[src/rtl/lpfc_pkg.sv]
`timescale 1ns / 1ps

package lpfc_pkg;

  // frame limits and crc constants
  localparam logic [7:0] MIN_FRAME_LEN   = 8'd5;
  localparam logic [7:0] MAX_LEN_RESET   = 8'd64;
  localparam logic [7:0] CRC_POLY        = 8'h8C;
  localparam logic [7:0] CRC_INIT        = 8'h00;

  // per-byte frame status
  typedef enum logic [1:0] {
    ST_GOOD   = 2'd0,
    ST_SHORT  = 2'd1,
    ST_LONG   = 2'd2,
    ST_BADCRC = 2'd3
  } status_t;

  // one tagged output byte
  typedef struct packed {
    logic [7:0] data_byte;
    logic [7:0] byte_index;
    logic       last_byte;
    status_t    frame_status;
  } result_t;

  // reflected crc-8, lsb first, one byte
  function automatic logic [7:0] crc8_update(input logic [7:0] crc, input logic [7:0] b);
    logic [7:0] c;
    logic [7:0] d;
    logic       mix;
    c = crc;
    d = b;
    for (int k = 0; k < 8; k++) begin
      mix = c[0] ^ d[0];
      c   = {1'b0, c[7:1]};
      if (mix) begin
        c = c ^ CRC_POLY;
      end
      d = {1'b0, d[7:1]};
    end
    return c;
  endfunction

endpackage

[src/rtl/lpfc_frame_ctrl.sv]
`timescale 1ns / 1ps

module lpfc_frame_ctrl
  import lpfc_pkg::*;
(
  input  logic       clk,
  input  logic       rst_n,
  input  logic [7:0] max_len,
  input  logic       a_valid,
  input  logic [7:0] a_byte,
  output logic       a_take,
  output logic       res_valid,
  output result_t    res,
  input  logic       out_stall
);

  logic       res_valid_r;
  logic       res_valid_nxt;
  result_t    res_r;
  result_t    res_nxt;
  logic [7:0] crc_r;
  logic [7:0] crc_nxt;
  logic [7:0] seen_r;
  logic [7:0] seen_nxt;
  logic [7:0] flen_r;
  logic [7:0] flen_nxt;
  logic       out_free;
  logic [8:0] seen_plus;

  // result register frees when empty or its transfer completes
  assign out_free = !res_valid_r || !out_stall;
  assign a_take   = a_valid && out_free;
  assign seen_plus = {1'b0, seen_r} + 9'd1;

  // frame decode for the byte in the input register
  always_comb begin
    crc_nxt  = crc_r;
    seen_nxt = seen_r;
    flen_nxt = flen_r;
    res_nxt.data_byte    = a_byte;
    res_nxt.byte_index   = seen_r;
    res_nxt.last_byte    = 1'b0;
    res_nxt.frame_status = ST_GOOD;
    if (seen_r == 8'd0) begin
      if (a_byte < MIN_FRAME_LEN) begin
        res_nxt.last_byte    = 1'b1;
        res_nxt.frame_status = ST_SHORT;
        crc_nxt              = CRC_INIT;
      end else if (a_byte > max_len) begin
        res_nxt.last_byte    = 1'b1;
        res_nxt.frame_status = ST_LONG;
        crc_nxt              = CRC_INIT;
      end else begin
        flen_nxt = a_byte;
        crc_nxt  = crc8_update(CRC_INIT, a_byte);
        seen_nxt = 8'd1;
      end
    end else if (seen_plus >= {1'b0, flen_r}) begin
      res_nxt.last_byte    = 1'b1;
      res_nxt.frame_status = (a_byte == crc_r) ? ST_GOOD : ST_BADCRC;
      seen_nxt             = 8'd0;
      crc_nxt              = CRC_INIT;
    end else begin
      crc_nxt  = crc8_update(crc_r, a_byte);
      seen_nxt = seen_plus[7:0];
    end
  end

  always_comb begin
    res_valid_nxt = res_valid_r;
    if (!out_stall) begin
      res_valid_nxt = 1'b0;
    end
    if (a_take) begin
      res_valid_nxt = 1'b1;
    end
  end

  // frame state and result valid
  always_ff @(posedge clk) begin
    if (!rst_n) begin
      res_valid_r <= 1'b0;
      crc_r       <= CRC_INIT;
      seen_r      <= 8'd0;
      flen_r      <= 8'd0;
    end else begin
      res_valid_r <= res_valid_nxt;
      if (a_take) begin
        crc_r  <= crc_nxt;
        seen_r <= seen_nxt;
        flen_r <= flen_nxt;
      end
    end
  end

  // result payload
  always_ff @(posedge clk) begin
    if (a_take) begin
      res_r <= res_nxt;
    end
  end

  assign res_valid = res_valid_r;
  assign res       = res_r;

`ifndef SYNTHESIS
  a_err_at_len_byte: assert property (@(posedge clk) disable iff (!rst_n)
    res_valid_r && (res_r.frame_status == ST_SHORT || res_r.frame_status == ST_LONG)
    |-> res_r.last_byte && res_r.byte_index == 8'd0)
    else $error("length error not on a length byte");

  a_last_resyncs: assert property (@(posedge clk) disable iff (!rst_n)
    a_take && res_nxt.last_byte |=> seen_r == 8'd0)
    else $error("frame end did not return to length byte");

  a_len_legal: assert property (@(posedge clk) disable iff (!rst_n)
    seen_r != 8'd0 |-> flen_r >= MIN_FRAME_LEN)
    else $error("running frame with illegal length");

  a_seen_in_frame: assert property (@(posedge clk) disable iff (!rst_n)
    seen_r != 8'd0 |-> seen_r < flen_r)
    else $error("byte count ran past frame length");
`endif

endmodule

[config.mk]
export PLATFORM = sky130hd
export DESIGN_NAME = lpfc_frame_ctrl
export DESIGN_NICKNAME = d
export VERILOG_FILES = /design/src/rtl/lpfc_pkg.sv /design/src/rtl/lpfc_frame_ctrl.sv
export SDC_FILE = /design/constraint.sdc
export NUM_CORES = 1
export LEC_CHECK = 0
export ABC_AREA = 1
export BUFFER_PORTS_ARGS = -buffer_cell sky130_fd_sc_hd__buf_2
export CORE_ASPECT_RATIO = 0.6
export CORE_UTILIZATION = 30
export CTS_BUF_LIST = sky130_fd_sc_hd__clkbuf_16
export CTS_CLUSTER_DIAMETER = 50
export DETAILED_ROUTE_END_ITERATION = 16
export PLACE_DENSITY_LB_ADDON = 0.08
export SLEW_MARGIN = 20
export SYNTH_ARGS = -nofsm -noshare
export SYNTH_HDL_FRONTEND = slang
export SYNTH_SLANG_ARGS = --single-unit
[constraint.sdc]
create_clock -name clk -period 3.53 [get_ports clk]
set_clock_uncertainty 0.2 [all_clocks]
set_input_delay 0.1765 -clock clk [delete_from_list [all_inputs] [get_ports clk]]
set_output_delay 0.1765 -clock clk [all_outputs]
set_load 0.01 [all_outputs]
# [Yosys cells after proc, flatten, opt, wreduce, memory -nomap -nowiden]
# Index checks and enable logic that the tools add are counted.
[totals] ff_bits=44 mem_bits_rw=0 input_bits=20 romBits=0 memories=0 latch_bits=0
[classes] mux=66 div_mod_pow=0 bitwise=32 magnitude_cmp=3 n_eq_ne=4 n_reduce_logical=7 n_mul=0 n_addsub=1 shift=0
[op_table] op="$mux W8" n=59
[op_table] op="$not A2 Y3" n=15
[op_table] op="$xor A1 B1 Y1" n=15
[op_table] op="$mux W3" n=4
[op_table] op="$add A8 B1 Y9 const B" n=1
[op_table] op="$ge A9 B8 Y1" n=1
[op_table] op="$eq A8 B8 Y1" n=1
[op_table] op="$gt A8 B8 Y1" n=1
[op_table] op="$logic_not A8 Y1" n=1
[op_table] op="$lt A8 B3 Y1 const B" n=1
[op_table] op="$ne A2 B2 Y1 const B" n=3
[op_table] op="$reduce_and A4 Y1" n=1
[op_table] op="$reduce_and A3 Y1" n=1
[op_table] op="$logic_not A1 Y1" n=2
[op_table] op="$mux W1" n=2
[op_table] op="$mux W2" n=1
[op_table] op="$not A1 Y1" n=2
[op_table] op="$logic_and A1 B1 Y1" n=1
[op_table] op="$logic_or A1 B1 Y1" n=1

# [Longest topological paths before layout]
[depth] word_depth=39 ltp_mapped=16

# [Worst setup path before layout]
# No wires, ideal clock.
[synth_path] path_type="reg2reg" from="register seen_r[0]" to="register res_r (netlist bit res[0]), data pin" period_less_slack_ns=2.589 setup_slack_ns=0.941 stages_incl_launch_ff=15 required_time_ns=3.053 path_buffers=0 arrival_time_ns=2.112 setup_time_ns=0.277 cell_sequence="dfxtp_1 ha_1 nand2_2 nor2_4 nand3_1 xor2_1 inv_1 ha_1 a21o_1 nand3_1 nand2_1 nor2_4 nand3_4 o311ai_0 o21ai_0"
[synth_lines] item="start, declared" line_no="lpfc_frame_ctrl.sv:23" rtl="logic [7:0] seen_r;"
[synth_lines] item="start signal, assigned" line_no="lpfc_frame_ctrl.sv:90" rtl="seen_r <= seen_nxt;"
[synth_lines] item="end signal, assigned" line_no="lpfc_frame_ctrl.sv:99" rtl="res_r <= res_nxt;"
[synth_lines] item="end, declared" line_no="lpfc_frame_ctrl.sv:19" rtl="result_t res_r;"

==> flow_summary_export.csv <==
group,metric,value,unit
status,status,"completed",
power,max-vdd-ir-drop,0.000169,V
sta,relSlewSlack,58.6,%
floorplanning,rows,26,
detailed_routing,drtIter0Drc,183,
placement,routabilityCongestion,0.840,
sta,tightest_slew,621,ps
floorplanning,core,8820,sq um
worst_setup_path,critPathKind,"flop to flop",
layout,area.growth.synth_to_final,18.7,%
floorplanning,die_area,9800,sq um
sta,finalSetupViolCount,0,
placement,dpl.hpwl,6030,um
detailed_routing,wl_per_cell,14.2,um
global_route,grt_max_degree,18,
layout,diodes,0,
power,power_frac_clock,31.4,%
sta,tns,0,ps
worst_setup_path,path_cells,"ha_1, nand2_2, nor2_4, nand3_1, xor2_1, inv_1, ha_1, a21o_1, nand3_1, nand2_1, nor2_4, nand3_4, o311ai_0, o21ai_0",
layout,final_common_cell,"nand2_1",
layout,mostFrequentLayoutCells,"nand2_1 (107), inv_1 (52), buf_2 (40), a21oi_1 (29), dfxtp_1 (25)",
sta,setup_ws,672,ps
clock_tree,cts_resized,0,
detailed_routing,wl,7770,um
synth,avgSynthCellArea,7.55,sq um
min_path,hold_class,"input port to flop",
layout,drive_gt1_share,15.6,%
worst_setup_path,crit_required,3340,ps
power,p_int,968,uW
synth,synth-seq-cells,44,
detailed_routing,vias,2459,
synth,synth-edff-count,19,
clock_tree,cts_tree,"built",
clock_tree,insertion_delay,290,ps
sta,drv_slew,0,
sta,final_hold_viol_count,0,
global_route,antenna_found_initial,0,
synth,netlist_instances,373,
worst_setup_path,critPathSlowestCell,"dfxtp_1",
synth,seq_area_frac_synth,38.0,%
synth,synth_top_flop_cell,"dfxtp_1",
global_route,grt_pass1_vias,2147,
detailed_routing,dr.pass1.iters,4,
power,leakagePower,0.00161,uW
global_route,grt_pass1_wl,12300,um
job,cap_viol_max_count,0,
placement,pre_cts_slack,683,ps
worst_setup_path,end_kind,"flop",
floorplanning,die_h,77.1,um
detailed_routing,drc,0,
worst_setup_path,r2r-start,"seen_r[0]",
synth,synthArstFlopShare,0,%
synth,synthesis.nets,412,
worst_setup_path,startpoint_type,"flop",
global_route,grt-ovfl-total,0,
worst_setup_path,cp-startpoint,"seen_r[0]",
detailed_routing,vias_per_cell,4.49,
clock_tree,numCtsBuffers,5,
floorplanning,io_pins,41,
sta,max_freq,350,MHz
clock_tree,htree_levels,2,
synth,ys_warn_count,0,
synth,ys_types,34,
floorplanning,die_x,127,um
clock_tree,root_buffer,"clkbuf_16",
sta,period_minus_slack,2860,ps
worst_setup_path,max_stage_delay,440,ps
power,p_seq_share,40.9,%
power,netSwitchingPower,485,uW
synth,syn_area,2820,sq um
power,p_per_area,434,nW/um^2
clock_tree,clk_pin_slew_worst_paths,70,ps
clock_tree,cts.path.max_buffers,2,
sta,fin_crit_sh,81.0,%
worst_setup_path,crit_fanout,6,
global_route,grt_usage,17.0,%
placement,port_buffers,40,
detailed_routing,drtAntennaViolNets,0,
layout,fin_nets,460,
min_path,hp-start,"a_byte[6]",
clock_tree,cts_num_sinks,44,
power,combPwrFrac,27.7,%
floorplanning,start_util,32.0,%
power,swShare,33.3,%
worst_setup_path,crit_arrival,2670,ps
layout,fillers,934,
sta,rsz0062_at_grt,"false",
==> cell usage after synthesis, types with 2 or more instances <==
cell	n	share of area (%)
nand2_1	107	14
or2_2	2	0.44
a21oi_1	29	5.2
o21ai_0	16	2.8
buf_2	2	0.36
xnor2_1	9	2.8
o21ai_1	2	0.36
clkbuf_1	2	0.27
inv_1	52	6.9
edfxtp_1	19	20
nand4_1	8	1.8
nor2_4	3	1.2
inv_2	4	0.53
nand3_2	2	0.71
nor2_1	23	3.1
ha_1	19	8.4
dfxtp_1	25	18
xor2_1	15	4.7
nand3_1	19	3.4
==> metrics by stage <==
step	utilization, %	area (sq um)	std cells	hold WS (ps)	power, uW
CTS	38.0	3350	548	3.79	1470
detailed placement	35.8	3160	535	234	997
floorplan	-	2820	373	75.4	881
global placement	35.8	3160	535	235	999
finish	38.0	3350	548	11.6	1450
global route	38.0	3350	548	6.57	1550
==> final cells by class <==
cell class	instances	area, sq um	area share [%]
clock inverters	3	13.8	0.411
clock buffers	5	125	3.74
inverters	57	214	6.39
well taps	126	158	4.71
repair buffers	47	265	7.93
multi-input cells	266	1500	44.8
flip-flops and latches	44	1070	32.0
==> kinds of logic (layout without fill, tap and decap cells) <==
kind of cell / Yosys count / count (layout) / synth area share (%)
flip-flops: 44 / 44 / 38.0
buffers and inverters: 63 / 112 / 8.79
XOR/XNOR: 24 / 24 / 7.46
AO/OA/AOI/OAI: 51 / 51 / 9.46
adder cells (fa/ha/maj): 19 / 19 / 8.44
AND/OR/NAND/NOR: 172 / 172 / 27.8
==> state kept, by name, summed over array words and instances, names as in the netlist <==
name	flops
flen_r	8
seen_r	8
crc_r	8
res	19
res_valid	1
==> power groups by stage <==
stage,combinational (uW),clock [uW],sequential (uW)
after CTS,401,472,594
after detailed placement,392,0,605
after floorplan,272,0,609
final,403,456,594
after global placement,394,0,605
after global routing,456,497,599
==> what timing repair did <==
item | CTS | global route
setup buffers | 0 | 0
hold buffers | 5 | 0
hold endpoints to repair | 5 | 0
==> final timing paths <==
kind	slack, ps	end	depth (start not counted)
worst max register to register	670	res[0]	14
worst max-delay path	670	res[0]	14
worst min-delay path	10	res[17]	1
worst min register to register	280	res_valid	2
==> worst max-delay path: cells and delay by family, from the launching register on <==
kind	cells	cell delay, ps
xor+xnor	1	160
fa+ha+maj	2	530
flops	1	440
compound gates	3	450
simple gates	7	730
buf+inv	1	80
==> layer usage <==
metal  global-route usage [%]  vias to the layer above  wire length [um]
met5                        0                        -                 0
met4                     4.29                        0                63
met3                     4.19                        6               450
li1                         -                     1300                 -
met2                     19.1                       54              2600
met1                     29.2                     1099              4660
Power figures use the tool's default switching activity.
